--- config.mk ---
export PLATFORM = sky130hd
export DESIGN_NAME = dspt_build
export DESIGN_NICKNAME = d
export VERILOG_FILES = /design/src/rtl/core/divisor_sum_prefix_table_macros.svh /design/src/rtl/core/dspt_pkg.sv /design/src/rtl/core/dspt_build.sv
export SDC_FILE = /design/constraint.sdc
export NUM_CORES = 1
export LEC_CHECK = 0
export BUFFER_PORTS_ARGS = -buffer_cell sky130_fd_sc_hd__buf_2
export CAP_MARGIN = 20
export CORE_AREA = 2 2 168 170
export DETAILED_ROUTE_END_ITERATION = 16
export DIE_AREA = 0 0 170 172
export PLACE_DENSITY = 0.65
export SLEW_MARGIN = 0
export SYNTH_ARGS = -nofsm -noshare
export SYNTH_HDL_FRONTEND = slang
export SYNTH_SLANG_ARGS = --single-unit
--- constraint.sdc ---
create_clock -name clk -period 8.37 [get_ports clk]
set_input_delay 1.674 -clock clk [delete_from_list [all_inputs] [get_ports clk]]
set_output_delay 1.674 -clock clk [all_outputs]
set_load 0.005 [all_outputs]
--- src/rtl/core/divisor_sum_prefix_table_macros.svh ---
// Assertion macros shared by the divisor sum prefix table RTL
`ifndef DIVISOR_SUM_PREFIX_TABLE_MACROS_SVH
`define DIVISOR_SUM_PREFIX_TABLE_MACROS_SVH

// Same-cycle implication, checked out of reset
`define DSPT_ASSERT_IMPLY(label, clk, rst_n, ante, cons) \
    label: assert property (@(posedge clk) disable iff (!rst_n) (ante) |-> (cons)) \
        else $error("dspt: same-cycle check failed");

// Next-cycle implication, checked out of reset
`define DSPT_ASSERT_NEXT(label, clk, rst_n, ante, cons) \
    label: assert property (@(posedge clk) disable iff (!rst_n) (ante) |=> (cons)) \
        else $error("dspt: next-cycle check failed");

`endif

--- src/rtl/core/dspt_pkg.sv ---
// Types and constants of the divisor sum prefix table
package dspt_pkg;

    localparam int QUERY_W    = 16;
    localparam int TOTAL_W    = 32;
    localparam int OUTQ_DEPTH = 4;
    localparam int OUTQ_PW    = 2;
    localparam int OUTQ_CW    = 3;

    typedef enum logic [2:0] {
        BLD_INIT,
        BLD_SIEVE,
        BLD_PREFIX,
        BLD_DRAIN,
        BLD_DONE
    } bld_state_t;

endpackage

--- src/rtl/core/dspt_build.sv ---
// Table build sequencer: init sweep, divisor sieve, prefix sum (read-modify-write)
module dspt_build #(
    parameter int MAX_QUERY = 65535,
    parameter int AW        = 16
) (
    input  logic                         clk,
    input  logic                         rst_n,
    input  logic [dspt_pkg::TOTAL_W-1:0] mem_rdata,
    output logic                         mem_we,
    output logic [AW-1:0]                mem_waddr,
    output logic [dspt_pkg::TOTAL_W-1:0] mem_wdata,
    output logic [AW-1:0]                mem_raddr,
    output logic                         done
);
    import dspt_pkg::*;

    localparam int         CW       = AW + 1;
    localparam logic [CW-1:0] MAX_C = CW'(MAX_QUERY);
    localparam bit         SIEVE_ON = (MAX_QUERY >= 4);

    bld_state_t state_reg, state_next;
    logic [CW-1:0] cnt_reg, cnt_next;
    logic [CW-1:0] d_reg, d_next;

    logic          iss_valid;
    logic [AW-1:0] iss_addr;
    logic [AW-1:0] iss_add;

    logic          p_valid_reg;
    bld_state_t    p_mode_reg;
    logic [AW-1:0] p_addr_reg;
    logic [AW-1:0] p_add_reg;

    logic               lw_valid_reg;
    logic [AW-1:0]      lw_addr_reg;
    logic [TOTAL_W-1:0] lw_data_reg;
    logic [TOTAL_W-1:0] run_reg;

    logic [TOTAL_W-1:0] fwd_data;
    logic [TOTAL_W:0]   run_sum;
    logic [TOTAL_W-1:0] wdata;
    logic [CW-1:0]      step_sum;
    logic [CW-1:0]      d_inc;
    logic [CW-1:0]      d_two;

    // sequencer next state
    always_comb
    begin
        state_next = state_reg;
        cnt_next   = cnt_reg;
        d_next     = d_reg;
        step_sum   = cnt_reg + d_reg;
        d_inc      = d_reg + CW'(1);
        d_two      = {d_inc[CW-2:0], 1'b0};
        case (state_reg)
            BLD_INIT:
            begin
                if (cnt_reg == MAX_C)
                begin
                    if (SIEVE_ON)
                    begin
                        state_next = BLD_SIEVE;
                        cnt_next   = CW'(4);
                        d_next     = CW'(2);
                    end
                    else
                    begin
                        state_next = BLD_PREFIX;
                        cnt_next   = CW'(1);
                    end
                end
                else
                begin
                    cnt_next = cnt_reg + CW'(1);
                end
            end
            BLD_SIEVE:
            begin
                if (step_sum > MAX_C)
                begin
                    // advance to the next divisor, starting at its double
                    if (d_two > MAX_C)
                    begin
                        state_next = BLD_PREFIX;
                        cnt_next   = CW'(1);
                    end
                    else
                    begin
                        cnt_next = d_two;
                        d_next   = d_inc;
                    end
                end
                else
                begin
                    cnt_next = step_sum;
                end
            end
            BLD_PREFIX:
            begin
                if (cnt_reg == MAX_C)
                begin
                    state_next = BLD_DRAIN;
                end
                else
                begin
                    cnt_next = cnt_reg + CW'(1);
                end
            end
            BLD_DRAIN:
            begin
                state_next = BLD_DONE;
            end
            BLD_DONE:
            begin
                state_next = BLD_DONE;
            end
            default:
            begin
                state_next = BLD_INIT;
            end
        endcase
    end

    // sequencer outputs
    always_comb
    begin
        iss_valid = 1'b0;
        done      = 1'b0;
        iss_addr  = cnt_reg[AW-1:0];
        iss_add   = d_reg[AW-1:0];
        case (state_reg)
            BLD_INIT,
            BLD_SIEVE,
            BLD_PREFIX:
            begin
                iss_valid = 1'b1;
            end
            BLD_DONE:
            begin
                done = 1'b1;
            end
            default:
            begin
                iss_valid = 1'b0;
            end
        endcase
    end

    assign mem_raddr = iss_addr;

    always_ff @(posedge clk or negedge rst_n)
    begin
        if (!rst_n)
        begin
            state_reg    <= BLD_INIT;
            cnt_reg      <= '0;
            d_reg        <= CW'(2);
            p_valid_reg  <= 1'b0;
            p_mode_reg   <= BLD_INIT;
            lw_valid_reg <= 1'b0;
            run_reg      <= '0;
        end
        else
        begin
            state_reg    <= state_next;
            cnt_reg      <= cnt_next;
            d_reg        <= d_next;
            p_valid_reg  <= iss_valid;
            p_mode_reg   <= state_reg;
            lw_valid_reg <= mem_we;
            if (p_valid_reg && p_mode_reg == BLD_PREFIX)
            begin
                run_reg <= wdata;
            end
        end
    end

    always_ff @(posedge clk)
    begin
        p_addr_reg  <= iss_addr;
        p_add_reg   <= iss_add;
        lw_addr_reg <= mem_waddr;
        lw_data_reg <= mem_wdata;
    end

    // bypass the write that landed in the same cycle as our read
    assign fwd_data = (lw_valid_reg && lw_addr_reg == p_addr_reg) ? lw_data_reg : mem_rdata;
    assign run_sum  = {1'b0, run_reg} + {1'b0, fwd_data};

    always_comb
    begin
        case (p_mode_reg)
            BLD_INIT:
            begin
                // seed each entry with 1 + k (entry 1 gets 1, entry 0 gets 0)
                if (p_addr_reg == AW'(0))
                begin
                    wdata = '0;
                end
                else if (p_addr_reg == AW'(1))
                begin
                    wdata = TOTAL_W'(1);
                end
                else
                begin
                    wdata = TOTAL_W'(p_addr_reg) + TOTAL_W'(1);
                end
            end
            BLD_SIEVE:
            begin
                wdata = fwd_data + TOTAL_W'(p_add_reg);
            end
            BLD_PREFIX:
            begin
                wdata = run_sum[TOTAL_W] ? '1 : run_sum[TOTAL_W-1:0];
            end
            default:
            begin
                wdata = fwd_data;
            end
        endcase
    end

    assign mem_we    = p_valid_reg;
    assign mem_waddr = p_addr_reg;
    assign mem_wdata = wdata;

endmodule

# After elaboration in Yosys (flattened, before gate mapping)
# Index checks and enable logic that the tools add are counted.
[totals]
reg_bits = 154
latch_bits = 0
mem_bits_rw = 0
rom_bits = 0
input_bits = 34
mem_count = 0
[classes]
add_sub_neg = 6
mul = 0
div = 0
n_lt_le_gt_ge = 2
eq_ne = 15
shifts = 0
muxes = 21
bitwise_logic = 0
n_reduce_logical = 12
[ops]
columns = ["op", "n"]
rows = [
  ["$mux W17", 9],
  ["$pmux W32 S3", 1],
  ["$mux W32", 2],
  ["$pmux W17 S3", 1],
  ["$add A17 B1 Y17 const B", 2],
  ["$gt A17 B16 Y1 const B", 2],
  ["$pmux W17 S2", 1],
  ["$add A32 B32 Y33", 1],
  ["$add A32 B16 Y32", 1],
  ["$add A16 B1 Y17 const B", 1],
  ["$add A17 B17 Y17", 1],
  ["$eq A17 B16 Y1 const B", 1],
  ["$eq A16 B1 Y1 const B", 1],
  ["$eq A16 B16 Y1", 1],
  ["$logic_not A16 Y1", 1],
  ["$mux W3", 4],
  ["$ne A2 B2 Y1 const B", 6],
  ["$pmux W3 S4", 1],
  ["$eq A3 B2 Y1 const B", 3],
  ["$reduce_and A4 Y1", 2],
  ["$eq A3 B1 Y1 const B", 2],
  ["$logic_not A3 Y1", 2],
  ["$eq A3 B3 Y1 const B", 1],
  ["$reduce_bool A3 Y1", 1],
  ["other kinds (6)", 8],
]

# Logic depth before layout (Yosys ltp)
[logic_depth]
ltp_word = 6
depth_mapped = 23

# Worst setup path after synthesis
# No wires, ideal clock.
[synth_timing]
path_type = "register to output"
from = "register p_addr_reg[0], in the netlist mem_waddr[0]"
to = "output mem_wdata[21] in the netlist's numbering"
t_arrival_ns = 4.586
slack_ns = 2.110
stages_incl_launch_ff = 24
path_cell_list = "dfxtp_1 xnor2_1 and4_1 and3_1 and3_1 buf_6 clkbuf_1 clkbuf_1 nand2_1 nand2_1 ha_1 inv_1 fa_1 nand3b_1 a211oi_2 nor2_1 o311ai_4 a22oi_4 o31ai_4 a31o_1 buf_4 buf_6 a21oi_1 o211ai_1"
[synth_between]
elab_chain_len = 6
[synth_lines]
columns = ["item", "line", "source"]
rows = [
  ["from (decl)", "dspt_build.sv:31", "logic [AW-1:0] p_addr_reg;"],
  ["from (signal assigned)", "dspt_build.sv:180", "p_addr_reg <= iss_addr;"],
  ["$eq A16 B16 Y1 (*)", "dspt_build.sv:187", "assign fwd_data = (lw_valid_reg && lw_addr_reg == p_addr_reg) ? lw_data_reg : mem_rdata;"],
  ["$logic_and A1 B1 Y1 (*)", "dspt_build.sv:187", ""],
  ["$mux W32 (*)", "dspt_build.sv:187", ""],
  ["$add A32 B32 Y33", "dspt_build.sv:188", "assign run_sum = {1'b0, run_reg} + {1'b0, fwd_data};"],
  ["$mux W32", "dspt_build.sv:215", "wdata = run_sum[TOTAL_W] ? '1 : run_sum[TOTAL_W-1:0];"],
  ["$pmux W32 S3 (*)", "dspt_build.sv:192", "case (p_mode_reg)"],
  ["to (decl)", "dspt_build.sv:11", "output logic [dspt_pkg::TOTAL_W-1:0] mem_wdata,"],
]
# Every way passes the cells marked *; elsewhere a longest branch is shown, timed or not.

# Final worst setup path
[layout_timing]
from = "register p_addr_reg[14], in the netlist mem_waddr[14]"
to = "output mem_wdata[25] in the netlist's numbering"
# The elaborated chain is that of the path after synthesis.

==> summary.md <==
| Metric | Value |
|---|---|
| CTS buffer count | 17 |
| Setup_tns | 0 ns |
| Clk sinks | 154 |
| Hold Path Class | flop to flop |
| Fill count | 2703 |
| Worst slew margin | 0.324 |
| CTS Hold Buffers Added | 0 |
| GR Util All Layers | 0.232 |
| Hold-critical path depth | 0 |
| Crit Path Max Fanout | 17 |
| DRT iter0 DRCs | 826 |
| Full die area | 29200 um^2 |
| Initial core utilization | 0.393 |
| Overflow after GRT | 0 |
| Compound-gate portion of the synthesized area | 0.232 |
| Routed Antenna Nets | 0 |
| Async S/R FF share, synth | 0.481 |
| R2R Path End | run_reg[14] |
| Worst slew pin tran | 1.01 ns |
| Setup Viol. Count Final | 0 |
| Maxcap violations | 0 |
| CP Capture Type | output pin |
| Startpoint type of the worst setup path | flop |
| Post-synth EDFFs | 0 |
| Die height | 172 um |
| Clock tree buffer depth | 2 |
| Worst Setup EP | mem_wdata[25] |
| CTS root buf | clkbuf_16 |
| Die width | 170 um |
| Area share of the largest cell type after synthesis | 0.169 |
| Peak VDD IR | 0.156 mV |
| Slowest cell on the critical path | a31oi_2 |
| Routed wire length | 33500 um |
| R2r setup slk | 2.69 ns |
| Routed len/inst | 19.1 um |
| Pleak | 5.53 nW |
| Met3 Track Usage GR | 0.0323 |
| CTS clk-pin slew, worst paths | 0.07 ns |
| Power per Cell Area | 141 nW/um^2 |
| HPWL Detailed | 25800 um |
| Row cnt | 61 |
| RSZ-0062 raised after global routing | false |
| Final hold vios | 0 |
| YS warnings | 0 |
| CP Cell Sequence | xor2_1 > or2_1 > nor3b_1 > nand4_1 > buf_4 > buf_4 > mux2_2 > ha_1 > a21o_1 > a21oi_1 > o21ai_0 > a31oi_1 > o31ai_4 > a31oi_2 > a21oi_1 > a221o_1 > buf_2 |
| Via count | 10000 |
| Mapped cell area | 10800 um^2 |
| FMAX | 128 MHz |
| Crit Path Class | flop to output pin |
| DRC Markers | 0 |
| Largest area contributor in the netlist | dfrtp_1 |
| Final Util | 0.442 |
| Mapped Cells | 1321 |
| Main combinational cell family by area after synthesis | compound AO/OA/AOI/OAI gates |
| GR Util met1 | 0.289 |
| Post-Synth Simple-Gate Area | 0.211 |
| I/O Buffers | 99 |
| Worst path required time | 6.70 ns |
| Worst skew pair latency | 0.45 ns |
| Syn_nets | 1430 |
| Share of post-route cells with drive strength above 1 | 0.130 |
| Synth-to-layout area growth | 12.6% |
| Met2 usage | 0.394 |
| Multi-input gate area | 6860 um^2 |
| Final RePlAce weighted congestion | 0.910 |
| Seq/Total Area, Yosys | 0.320 |
| Diodes inserted | 0 |
| CTS tree | yes |
| GR peak layer | met2 |
| Post-synthesis adder-cell area fraction | 0.0890 |
| Total Nets Final | 1501 |
| R2R depth | 16 |
| Commonest cells in the netlist | nand2_1 (170), nor2_1 (110), o21ai_0 (96), a21oi_1 (92), dfxtp_1 (80) |
| Status | finished, final reports clean |
| Most frequent cell after synthesis | nand2_1 |
| Detailed Routing Iterations Pass 1 | 5 |
| Avg Vias per Cell | 5.71 |
| Final setup skew | 0.0141 ns |
| Mux cell area share after synthesis | 0.0267 |
| Non-filler cells, final | 1751 |
| Ports | 100 |
| #FFs+latches synth | 154 |
| Crit-path max cell delay | 0.84 ns |
| Htree depth | 4 |
| Number of setup buffers added after CTS | 0 |
| Synth area leaders | dfrtp_1 (17%), dfxtp_1 (15%), ha_1 (8.3%) |
| Initial antenna violation count | 0 |
| FF+latch area | 3450 um^2 |
| Largest net degree at the start of global routing | 47 |
| Tcrit/Tclk final | 0.931 |
| Post-synthesis xor/xnor area fraction | 0.0779 |
| Worst setup path start | mem_waddr[14] |
| Reg2reg start | mem_waddr[14] |
| Placed Instances | 1718 |
| Final Slew Violations | 0 |
| Worst EP arrival | 6.12 ns |
| Min Tclk post-route | 7.80 ns |
| CORE AREA | 27500 um^2 |
| Vias in the first global route | 9656 |
| Post-synth top flop | dfxtp_1 |
| First-pass GRT wire length | 52500 um |
| Syn Area/Cell | 8.17 um^2 |
| Post-cts sizing count | 0 |
| Post-synthesis cell type count | 81 |
metrics by stage:
step	setup slack, ns	hold WS [ns]	power [mW]	area (um^2)
after global routing	0.275	0.465	1.78	12200
after detailed placement	1.15	0.437	0.901	11500
final	0.574	0.449	1.72	12200
after global placement	1.20	0.423	0.900	11500
after CTS	0.642	0.449	1.73	12100
after floorplan	2.11	0.352	0.857	10800
per-layer routing:
| layer | wire (um) | up-vias |
|---|---|---|
| li1 | - | 4924 |
| met1 | 14700 | 4747 |
| met2 | 16000 | 268 |
| met3 | 1290 | 66 |
| met4 | 1470 | 0 |
| met5 | 0 | - |
cells in the final DEF, fill, tap and decap left out, types with 44 or more instances in the layout:
master,n
xnor2_1,62
nor2_1,110
o21ai_0,96
buf_2,98
ha_1,72
dfxtp_1,80
dfrtp_1,73
nand3_1,44
nand2_1,170
a21oi_1,92
cell families (layout without fill, tap and decap cells):
family,count (synthesis),count (layout)
AOI/OAI and AO/OA,385,385
buffers and inverters,101,185
DFF,154,154
and+or+nand+nor,483,483
muxes,27,27
adders and majority gates,75,75
xor gates and xnor gates,96,96
worst max-delay path, delay by kind of cell, from the launching register on:
family | cells | cell delay, ns
AO/OA/AOI/OAI | 8 | 2.31
XOR/XNOR | 1 | 0.13
adder cells (fa/ha/maj) | 1 | 0.38
buffers and inverters | 3 | 0.82
flip-flops | 1 | 0.47
multiplexers | 1 | 0.32
AND/OR/NAND/NOR | 3 | 1.23
power breakdown:
part           internal, mW  total [mW]  switching, mW
Clock                 0.458       0.830          0.372
Combinational        0.0564       0.149         0.0926
Sequential            0.738       0.738       0.000173
layout make-up:
class / instances / area share
multi-input cells: 1066 / 0.565
flip-flops and latches: 154 / 0.284
repair buffers: 119 / 0.0533
well taps: 346 / 0.0356
clock buffers: 17 / 0.0350
clock inverters: 15 / 0.0166
inverters: 34 / 0.0105
worst min-delay path by stage:
stage / start / end / slack (ns)
finish: mem_waddr[12] / lw_addr_reg[12] / 0.45
global route: mem_waddr[4] / lw_addr_reg[4] / 0.46
CTS: mem_waddr[12] / lw_addr_reg[12] / 0.45
detailed placement: mem_waddr[3] / lw_addr_reg[3] / 0.44
global placement: mem_waddr[6] / lw_addr_reg[6] / 0.42
floorplan: state_reg[0] / p_mode_reg[0] / 0.35
(Power assumes the default switching activity.)
