==> config.mk <==
export PLATFORM = sky130hd
export DESIGN_NAME = dspt_outq
export DESIGN_NICKNAME = d
export VERILOG_FILES = /design/src/rtl/core/divisor_sum_prefix_table_macros.svh /design/src/rtl/core/dspt_pkg.sv /design/src/rtl/core/dspt_outq.sv
export SDC_FILE = /design/constraint.sdc
export NUM_CORES = 1
export LEC_CHECK = 0
export ABC_AREA = 1
export BUFFER_PORTS_ARGS = -buffer_cell sky130_fd_sc_hd__buf_2
export CORE_MARGIN = 4
export CORE_UTILIZATION = 52
export DETAILED_ROUTE_END_ITERATION = 16
export PLACE_DENSITY = 0.86
export SLEW_MARGIN = 20
export SYNTH_ARGS = -nofsm -noshare
export SYNTH_HDL_FRONTEND = slang
export SYNTH_SLANG_ARGS = --single-unit
export TNS_END_PERCENT = 50
==> constraint.sdc <==
create_clock -name clk -period 1.8 [get_ports clk]
set_clock_uncertainty 0.05 [all_clocks]
set_input_delay 0.18 -clock clk [delete_from_list [all_inputs] [get_ports clk]]
set_output_delay 0.18 -clock clk [all_outputs]
set_load 0.02 [all_outputs]
==> src/rtl/core/divisor_sum_prefix_table_macros.svh <==
// Assertion macros shared by the divisor sum prefix table RTL
`ifndef DIVISOR_SUM_PREFIX_TABLE_MACROS_SVH
`define DIVISOR_SUM_PREFIX_TABLE_MACROS_SVH

// Same-cycle implication, checked out of reset
`define DSPT_ASSERT_IMPLY(label, clk, rst_n, ante, cons) \
    label: assert property (@(posedge clk) disable iff (!rst_n) (ante) |-> (cons)) \
        else $error("dspt: same-cycle check failed");

// Next-cycle implication, checked out of reset
`define DSPT_ASSERT_NEXT(label, clk, rst_n, ante, cons) \
    label: assert property (@(posedge clk) disable iff (!rst_n) (ante) |=> (cons)) \
        else $error("dspt: next-cycle check failed");

`endif

==> src/rtl/core/dspt_pkg.sv <==
// Types and constants of the divisor sum prefix table
package dspt_pkg;

    localparam int QUERY_W    = 16;
    localparam int TOTAL_W    = 32;
    localparam int OUTQ_DEPTH = 4;
    localparam int OUTQ_PW    = 2;
    localparam int OUTQ_CW    = 3;

    typedef enum logic [2:0] {
        BLD_INIT,
        BLD_SIEVE,
        BLD_PREFIX,
        BLD_DRAIN,
        BLD_DONE
    } bld_state_t;

endpackage

==> src/rtl/core/dspt_outq.sv <==
// Output queue: small FIFO that decouples table reads from the result stream
module dspt_outq (
    input  logic                         clk,
    input  logic                         rst_n,
    input  logic                         push,
    input  logic [dspt_pkg::TOTAL_W-1:0] push_data,
    output logic [dspt_pkg::OUTQ_CW-1:0] count,
    output logic                         m_tvalid,
    input  logic                         m_tready,
    output logic [dspt_pkg::TOTAL_W-1:0] m_tdata
);
    import dspt_pkg::*;

    logic [TOTAL_W-1:0] q_data [0:OUTQ_DEPTH-1];
    logic [OUTQ_PW-1:0] wr_ptr_reg;
    logic [OUTQ_PW-1:0] rd_ptr_reg;
    logic [OUTQ_CW-1:0] count_reg;
    logic               pop;

    assign m_tvalid = (count_reg != '0);
    assign pop      = m_tvalid && m_tready;
    assign m_tdata  = q_data[rd_ptr_reg];
    assign count    = count_reg;

    always_ff @(posedge clk or negedge rst_n)
    begin
        if (!rst_n)
        begin
            wr_ptr_reg <= '0;
            rd_ptr_reg <= '0;
            count_reg  <= '0;
        end
        else
        begin
            if (push)
            begin
                wr_ptr_reg <= wr_ptr_reg + OUTQ_PW'(1);
            end
            if (pop)
            begin
                rd_ptr_reg <= rd_ptr_reg + OUTQ_PW'(1);
            end
            case ({push, pop})
                2'b10:   count_reg <= count_reg + OUTQ_CW'(1);
                2'b01:   count_reg <= count_reg - OUTQ_CW'(1);
                default: count_reg <= count_reg;
            endcase
        end
    end

    always_ff @(posedge clk)
    begin
        if (push)
        begin
            q_data[wr_ptr_reg] <= push_data;
        end
    end

endmodule

# Word level (Yosys, flattened, before mapping)
# Memory sizes are Yosys's and may differ from the RTL's.
# Cells that the tools add are included.
# W data, S select, Z words.
dict set report word_totals {
  reg_bits 7
  ramBits 128
  input_bits 36
  out_inout_bits 36
  word_cells 16
  n_memories 1
}
dict set report classes {
  add_sub_neg 4
  n_eq_ne 2
  mux 3
  n_reduce_logical 3
}
# name depth width read_ports rd_clocked_by_memory_dff wr line_no
set mem_list {}
lappend mem_list {q_data 4 32 1 0 1 dspt_outq.sv:14} ;# logic [TOTAL_W-1:0] q_data [0:OUTQ_DEPTH-1];
# operator count
set ops {}
lappend ops {{$pmux W3 S2} 1}
lappend ops {{$add A2 B1 Y2 const B} 2}
lappend ops {{$add A3 B1 Y3 const B} 1}
lappend ops {{$reduce_bool A3 Y1} 1}
lappend ops {{$sub A3 B1 Y3 const B} 1}
lappend ops {{$eq A2 B1 Y1 const B} 1}
lappend ops {{$eq A2 B2 Y1 const B} 1}
lappend ops {{$mux W1} 2}
lappend ops {{$reduce_bool A2 Y1} 1}
lappend ops {{$logic_and A1 B1 Y1} 1}

# Depth between registers and ports, before layout
# Gate-level depths: netlist (run 1).
dict set report depth {
  word_depth 4
  depth_mapped 12
  depth_no_buf 12
}

# Worst setup path after synthesis (run 1)
# OpenSTA, ideal clock, no wires.
dict set report synth_timing {
  kind {flip-flop to flip-flop}
  startpoint {reg count_reg[0] (netlist: count[0])}
  endpoint {reg count_reg[2] (netlist: count[2])}
  setup_time_ns 0.117
  t_arrival_ns 1.820
  required_time_ns 1.633
  path_slack_ns -0.187
  stages_incl_launch_ff 12
  path_buffers 0
  synth_period_minus_slack_ns 1.987
  path_cell_list {dfrtp_1 > inv_1 > nand3_1 > nand2_1 > inv_1 > ha_1 > inv_1 > fa_1 > nand2_1 > nand3_1 > nand2_1 > nand2_1}
}
dict set report synth_via {
  elab_chain_cells 4
  word_cells_on_any_way 8
}
# element line_no
set synth_rtl {}
lappend synth_rtl {{start, declared} dspt_outq.sv:17} ;# logic [OUTQ_CW-1:0] count_reg;
lappend synth_rtl {{start signal, assigned} dspt_outq.sv:44} ;# 2'b10: count_reg <= count_reg + OUTQ_CW'(1);
lappend synth_rtl {{start signal, assigned} dspt_outq.sv:45} ;# 2'b01: count_reg <= count_reg - OUTQ_CW'(1);
lappend synth_rtl {{start signal, assigned} dspt_outq.sv:46} ;# default: count_reg <= count_reg;
lappend synth_rtl {{$reduce_bool A3 Y1 (*)} dspt_outq.sv:20} ;# assign m_tvalid = (count_reg != '0);
lappend synth_rtl {{named net m_tvalid} dspt_outq.sv:8} ;# output logic m_tvalid,
lappend synth_rtl {{$logic_and A1 B1 Y1 (*)} dspt_outq.sv:21} ;# assign pop = m_tvalid && m_tready;
lappend synth_rtl {{named net pop} dspt_outq.sv:18} ;# logic pop;
lappend synth_rtl {{$eq A2 B1 Y1 or $eq A2 B2 Y1 (tied branches)} dspt_outq.sv:43} ;# case ({push, pop})
lappend synth_rtl {{$pmux W3 S2 or $reduce_bool A2 Y1 (tied branches)} -}
# Mark *: on every way through the listed nets, which the timed path passes. The rest lies on a longest branch.
# A chain may end at the register's enable or synchronous reset.

# Worst setup path in the final report (run 1)
dict set report layout_timing {
  startpoint {reg rd_ptr_reg[0]}
  endpoint {out m_tdata[16] (netlist bit)}
}
dict set report layout_via {
  elab_chain_cells 1
}
# element line_no
set layout_rtl {}
lappend layout_rtl {{start, declared} dspt_outq.sv:16} ;# logic [OUTQ_PW-1:0] rd_ptr_reg;
lappend layout_rtl {{start signal, assigned} dspt_outq.sv:41} ;# rd_ptr_reg <= rd_ptr_reg + OUTQ_PW'(1);
lappend layout_rtl {{$mem_v2 Z4 W32} -}
lappend layout_rtl {{end, declared} dspt_outq.sv:10} ;# output logic [dspt_pkg::TOTAL_W-1:0] m_tdata
# No other way between the ends.

==> results of run 1 <==
==> layout make-up <==
class                           count  area [µm²]  area share
Clock buffer                       17       414.1     0.05701
Clock inverter                     15       150.1     0.02067
Timing Repair inverter              1       6.256   0.0008612
Multi-Input combinational cell    193        1080      0.1486
Timing Repair Buffer              129        1110      0.1528
Sequential cell                   135        4024      0.5539
Tap cell                          136       170.2     0.02342
Inverter                           80       310.3     0.04271
==> cell usage in the layout, fill, tap and decap left out, types with 3 or more instances in the layout <==
cell type	netlist	final
buf_12	0	4
buf_16	0	3
buf_2	5	70
buf_4	3	7
buf_6	11	3
clkbuf_16	0	22
clkinv_2	0	4
clkinvlp_4	0	3
dfrtp_1	7	3
dfrtp_2	0	4
dlygate4sd3_1	0	36
edfxtp_1	128	128
ha_1	5	4
inv_1	79	74
inv_2	1	4
inv_6	0	4
nand2_1	114	111
nand2_2	0	3
nand3_1	4	3
o211ai_1	64	64
==> logic make-up after synthesis <==
kind of cell,after synthesis,share of synthesized area
AND/OR/NAND/NOR,119,0.08189
XOR/XNOR,2,0.003159
AO/OA/AOI/OAI,66,0.08843
buffers and inverters,102,0.08707
flip-flops,135,0.7246
adder cells (fa/ha/maj),6,0.01489
==> through the flow <==
stage	setup WS (ns)	utilization	hold WS [ns]	area, µm²	setup TNS [ns]
after detailed placement	0.01002	0.5834	-0.02565	6050	0
after CTS	-0.2029	0.6770	0.3466	7020	-4.058
after floorplan	-0.02600	-	-0.1656	5555	-0.02600
final	-0.1622	0.7005	0.3754	7264	-4.198
after global routing	-0.2315	0.7005	0.3679	7264	-6.731
after global placement	0.1178	0.5834	-0.03276	6050	0
==> power by group <==
| group | total (mW) | switching (mW) | internal (mW) |
|---|---|---|---|
| combinational | 4.92 | 3.07 | 1.85 |
| sequential | 4.36 | 0.227 | 4.13 |
| clock | 3.24 | 1.27 | 1.97 |
| total | 12.5 | 4.56 | 7.95 |
==> final timing paths <==
kind / startpoint / endpoint / slack [ns] / depth (start not counted)
min in group asynchronous: rst_n / wr_ptr_reg[0] / 0.61 / 3
hold reg to reg: wr_ptr_reg[0] / wr_ptr_reg[0] / 0.48 / 1
hold / removal: push_data[17] / q_data[2][17] / 0.38 / 2
setup reg to reg: count[0] / count[2] / 0.03 / 11
max in group asynchronous: rst_n / rd_ptr_reg[0] / 0.78 / 3
setup / recovery: rd_ptr_reg[0] / m_tdata[16] / -0.16 / 6
==> repair_timing <==
action,in CTS,in global routing
pin swaps,1,7
hold buffers,36,0
hold endpoints to repair,139,0
buffers inserted,1,2
resized for setup,3,20
cloned,1,9
setup endpoints to repair,32,34
==> layer usage <==
metal,routed length (µm),track usage,vias up
li1,-,-,1740
met5,0,0,-
met1,5028,0.2181,1797
met4,318,0.09327,0
met2,6137,0.3076,133
met3,577,0.04694,30
==> run metrics, run 1 <==
fin worst setup slack=-0.1622 ns; most area-consuming cells after synthesis=edfxtp_1 (69%), o211ai_1 (8.7%), nand2_1 (7.7%), inv_1 (5.3%), dfrtp_1 (3.2%); top-count cell post-synth=edfxtp_1; max FFs per register=around 130; fmax=509.6 MHz; largest net degree at the start of global routing=57; CP max stage delay=0.48 ns; count of pins over their slew limit=0; fin cells=between 700 and 800; via-per-instance ratio=5.241; ys async rst share=0.05185; core area=between 10000 and 15000 µm²; Largest delay share family, worst path=buffers and inverters; critical path fanouts, max=9; Post-synth top cells=edfxtp_1 (128), nand2_1 (114), inv_1 (79); critical setup path kind=flop to output pin; Skew-Pair Late Insertion Delay=0.50 ns; P&R area growth vs syn=30.97%; DP Wirelength=6074 µm; top cell type's share of synthesized area=0.6930; Slowest-stage cell, CP=dfrtp_2; TritonCTS buffer count=17; status=finished with violations; htree depth=4; Avg Cell Area, Syn=12.90 µm²; Final Hold Viols=0; worst-case clock buffer depth=2; CP Data Required Time=1.57 ns; Rows=37; layout cell share with drive strength beyond 1=0.2474; Final Power=between 10 and 15 mW; worst path bufs/invs=3; vias in the first global route=roughly 3700; CP Capture Type=output pin; register area share after synthesis=0.7246; minimum clock period=1.962 ns; GPL Wtd Cong=between 0.7 and 0.8; die area=approximately 12000 µm²; setup violators final=32; Mapped Cells=430; CTS Root Cell=clkbuf_8; nets@finish=599; Fillers=671; Slew HR=0.7403; max_cap viols=0; total track usage=0.1831; TritonRoute pass-1 iters=4; starting DRC count in detailed routing=263; warnings from Yosys=0; Die Height=111.3 µm; peak supply drop=0.9465 mV; most frequent CP cell=nand2_1; post-synthesis cell type count=17; antenna violations before repair=0; Port Buf Inserts=71; crit-path cells=inv_4 > clkbuf_16 > nand2_1 > o211ai_1 > nand2_1 > buf_2; Slew @ Worst Pin=just under 0.4 ns; Mapped Area=5547 µm²; EDFF count, synth=128; Yosys reg bits=135; Yosys top cell by area=edfxtp_1; ys flop type=edfxtp_1; CP arrival=1.73 ns; Initial Utilization=0.5349; Routed wire per std cell=around 17 µm; failing checks=negative setup slack; vias=3700; drt total wl=~12000 µm; CTS clock-pin slew for the worst setup and hold paths=0.06 ns; critical path startpoint category=flop; first-pass GRT wire length=17820 µm; # IOs=~70; total grt overflow=0; dpl cells=625; Hold Path Class=input pin to flop; Leakage=3.048 nW; RSZ-0062 raised after global routing=true; Die W=111.3 µm; CTS tree=done; n_diodes=0; Synthesized Nets=472; pwr/cell area=1723 nW/µm²; final worst path period share=1.090; Residual DRC=0; ANT nets after route=0; CTS Sinks=135
Power figures use the tool's default switching activity.
==> run 2, diff against run 1 <==
- BUFFER_PORTS_ARGS: -buffer_cell sky130_fd_sc_hd__buf_2 -> -buffer_cell sky130_fd_sc_hd__buf_4
- SETUP_SLACK_MARGIN: default -> 0.3
- SKIP_CTS_REPAIR_TIMING: default -> 1
==> run 2 against run 1 <==
Against the previous run: the flow still finishes with violations (negative setup slack); sequential cell count stayed put; global-route usage down 0.24 points; count of clock-buffer cells in the layout stayed put; sequential share of layout area is 2.5 points lower; power is 5.9% higher; sequential power about the same; first-iteration DRC count down 11%; critical endpoint is now m_tdata[24]; die area is the same; wire length down 2.3%; critical path type unchanged; via count is 1.2% lower; worst hold slack got worse by 0.025 ns; highest routed layer unchanged; cell count is 1.6% higher.
==> run metrics, run 2 (synthesis gave the netlist of run 1 again) <==
CTS Root Cell=clkbuf_8; TritonRoute pass-1 iters=4; critical path startpoint category=flop; ANT nets after route=0; RSZ-0062 raised after global routing=true; Slew HR=0.7665; Final Power=13.26 mW; most frequent cells in the layout=edfxtp_1 (128), nand2_1 (105), buf_4 (70), inv_1 (69), o211ai_1 (64); Comb power frac=0.410; Routed wire per std cell=approximately 16 µm; Rows=37; count of pins over their slew limit=0; Slew @ Worst Pin=0.3491 ns; Pint=around 8.6 mW; n_diodes=0; first-pass GRT wire length=~17000 µm; switch share=0.3516; peak supply drop=1.168 mV; multi-input logic area=about 1100 µm²; DP Wirelength=6506 µm; total track usage=0.1807; Die Height=around 110 µm; Fin Setup TNS=-3.095 ns; clock power share=0.263; worst-case clock buffer depth=2; commonest non-fill, non-tap cell in the layout=edfxtp_1; worst r2r src=count[1]; drt total wl=11780 µm; vias=3655; layout cell share with drive strength beyond 1=0.2892; Skew-Pair Late Insertion Delay=about 0.52 ns; vias in the first global route=3457; status=finished with violations; crit path to=m_tdata[24]; Initial Utilization=0.5349; Reg area=4024 µm²; die area=around 12000 µm²; antenna violations before repair=0; critical setup path kind=flop to output pin; final hold slack=approximately 0.35 ns; total grt overflow=0; switching power=between 4 and 5 mW; pwr/cell area=1741 nW/µm²; terminus of the critical flop-to-flop path=count[2]; Port Buf Inserts=71; Final Hold Viols=0; CP arrival=1.76 ns; TritonCTS buffer count=17; final worst path period share=1.103; fin worst setup slack=-0.1854 ns; Fillers=629; CTS tree=done; max_cap viols=0; CTS clock-pin slew for the worst setup and hold paths=0.06 ns; max FFs per register=128; setup violators final=32; Residual DRC=0; htree depth=4; failing checks=negative setup slack; GPL Wtd Cong=between 0.6 and 0.7; CTS Sinks=135; P&R area growth vs syn=37.27%; Seq pwr share=0.327; core area=10370 µm²; Hold Path Class=input pin to flop; R2R Setup Slk=0.15 ns; via-per-instance ratio=approximately 5.1; CP Capture Type=output pin; Leakage=3.150 nW; fmax=503.7 MHz; CP Data Required Time=1.57 ns; minimum clock period=1.985 ns; R2R cell count=11; Die W=111.3 µm; largest net degree at the start of global routing=42; crit path launch=rd_ptr_reg[0]; critical path fanouts, max=9; starting DRC count in detailed routing=235; # IOs=72; nets@finish=610
-- run 2: routing by layer --
metal  share of wire  wire (µm)  track usage  vias to the layer above
li1                -          -            -                     1764
met1            0.38       4470       0.2020                     1758
met2            0.55       6449       0.3225                      114
met3           0.053        626      0.06277                       19
met4           0.020        234      0.05839                        0
met5               0          0            0                        -
-- run 2: stage by stage --
stage               cells  cell area [µm²]  utilization  setup slack (ns)
global placement      632             6326       0.6100            0.2128
global route          717             7614       0.7342           -0.2485
finish                717             7614       0.7342           -0.1854
floorplan             430             5602            -            0.1231
detailed placement    632             6326       0.6100            0.1214
CTS                   664             6932       0.6684           -0.3870
-- run 2: layout make-up --
class                      count  area share
sequential                   135      0.5285
timing repair buffer         140      0.1793
multi-input combinational    193      0.1463
clock buffer                  17     0.05440
inverter                      80     0.04256
clock inverter                15     0.02514
tap                          136     0.02235
timing repair inverter         1    0.001479
-- run 2: worst min path at each step --
stage,start,endpoint,slack [ns],cells past startpoint
2_1_floorplan,rst_n,count[0],-0.17,0
3_3_place_gp,rst_n,rd_ptr_reg[0],-0.05,1
3_5_place_dp,rst_n,rd_ptr_reg[0],-0.05,1
4_1_cts,rst_n,count[2],-0.60,1
5_1_grt,push_data[12],q_data[2][12],0.34,2
6_report,push_data[0],q_data[3][0],0.35,2
-- run 2: power groups by stage --
stage          registers [mW]  logic [mW]  clock network [mW]
3_5_place_dp             4.38        4.59                   0
2_1_floorplan            4.38        2.93                   0
3_3_place_gp             4.34        4.46                   0
5_1_grt                  4.38        5.89                3.69
6_report                 4.33        5.44                3.48
4_1_cts                  4.32        4.64                3.52
-- run 2: worst max-delay path: stages, from the launching register on --
cell	delay, ns
dfrtp_2	0.43
buf_4	0.16
inv_8	0.07
clkbuf_16	0.14
nand2_1	0.06
o211ai_1	0.10
nand2_1	0.12
buf_6	0.15
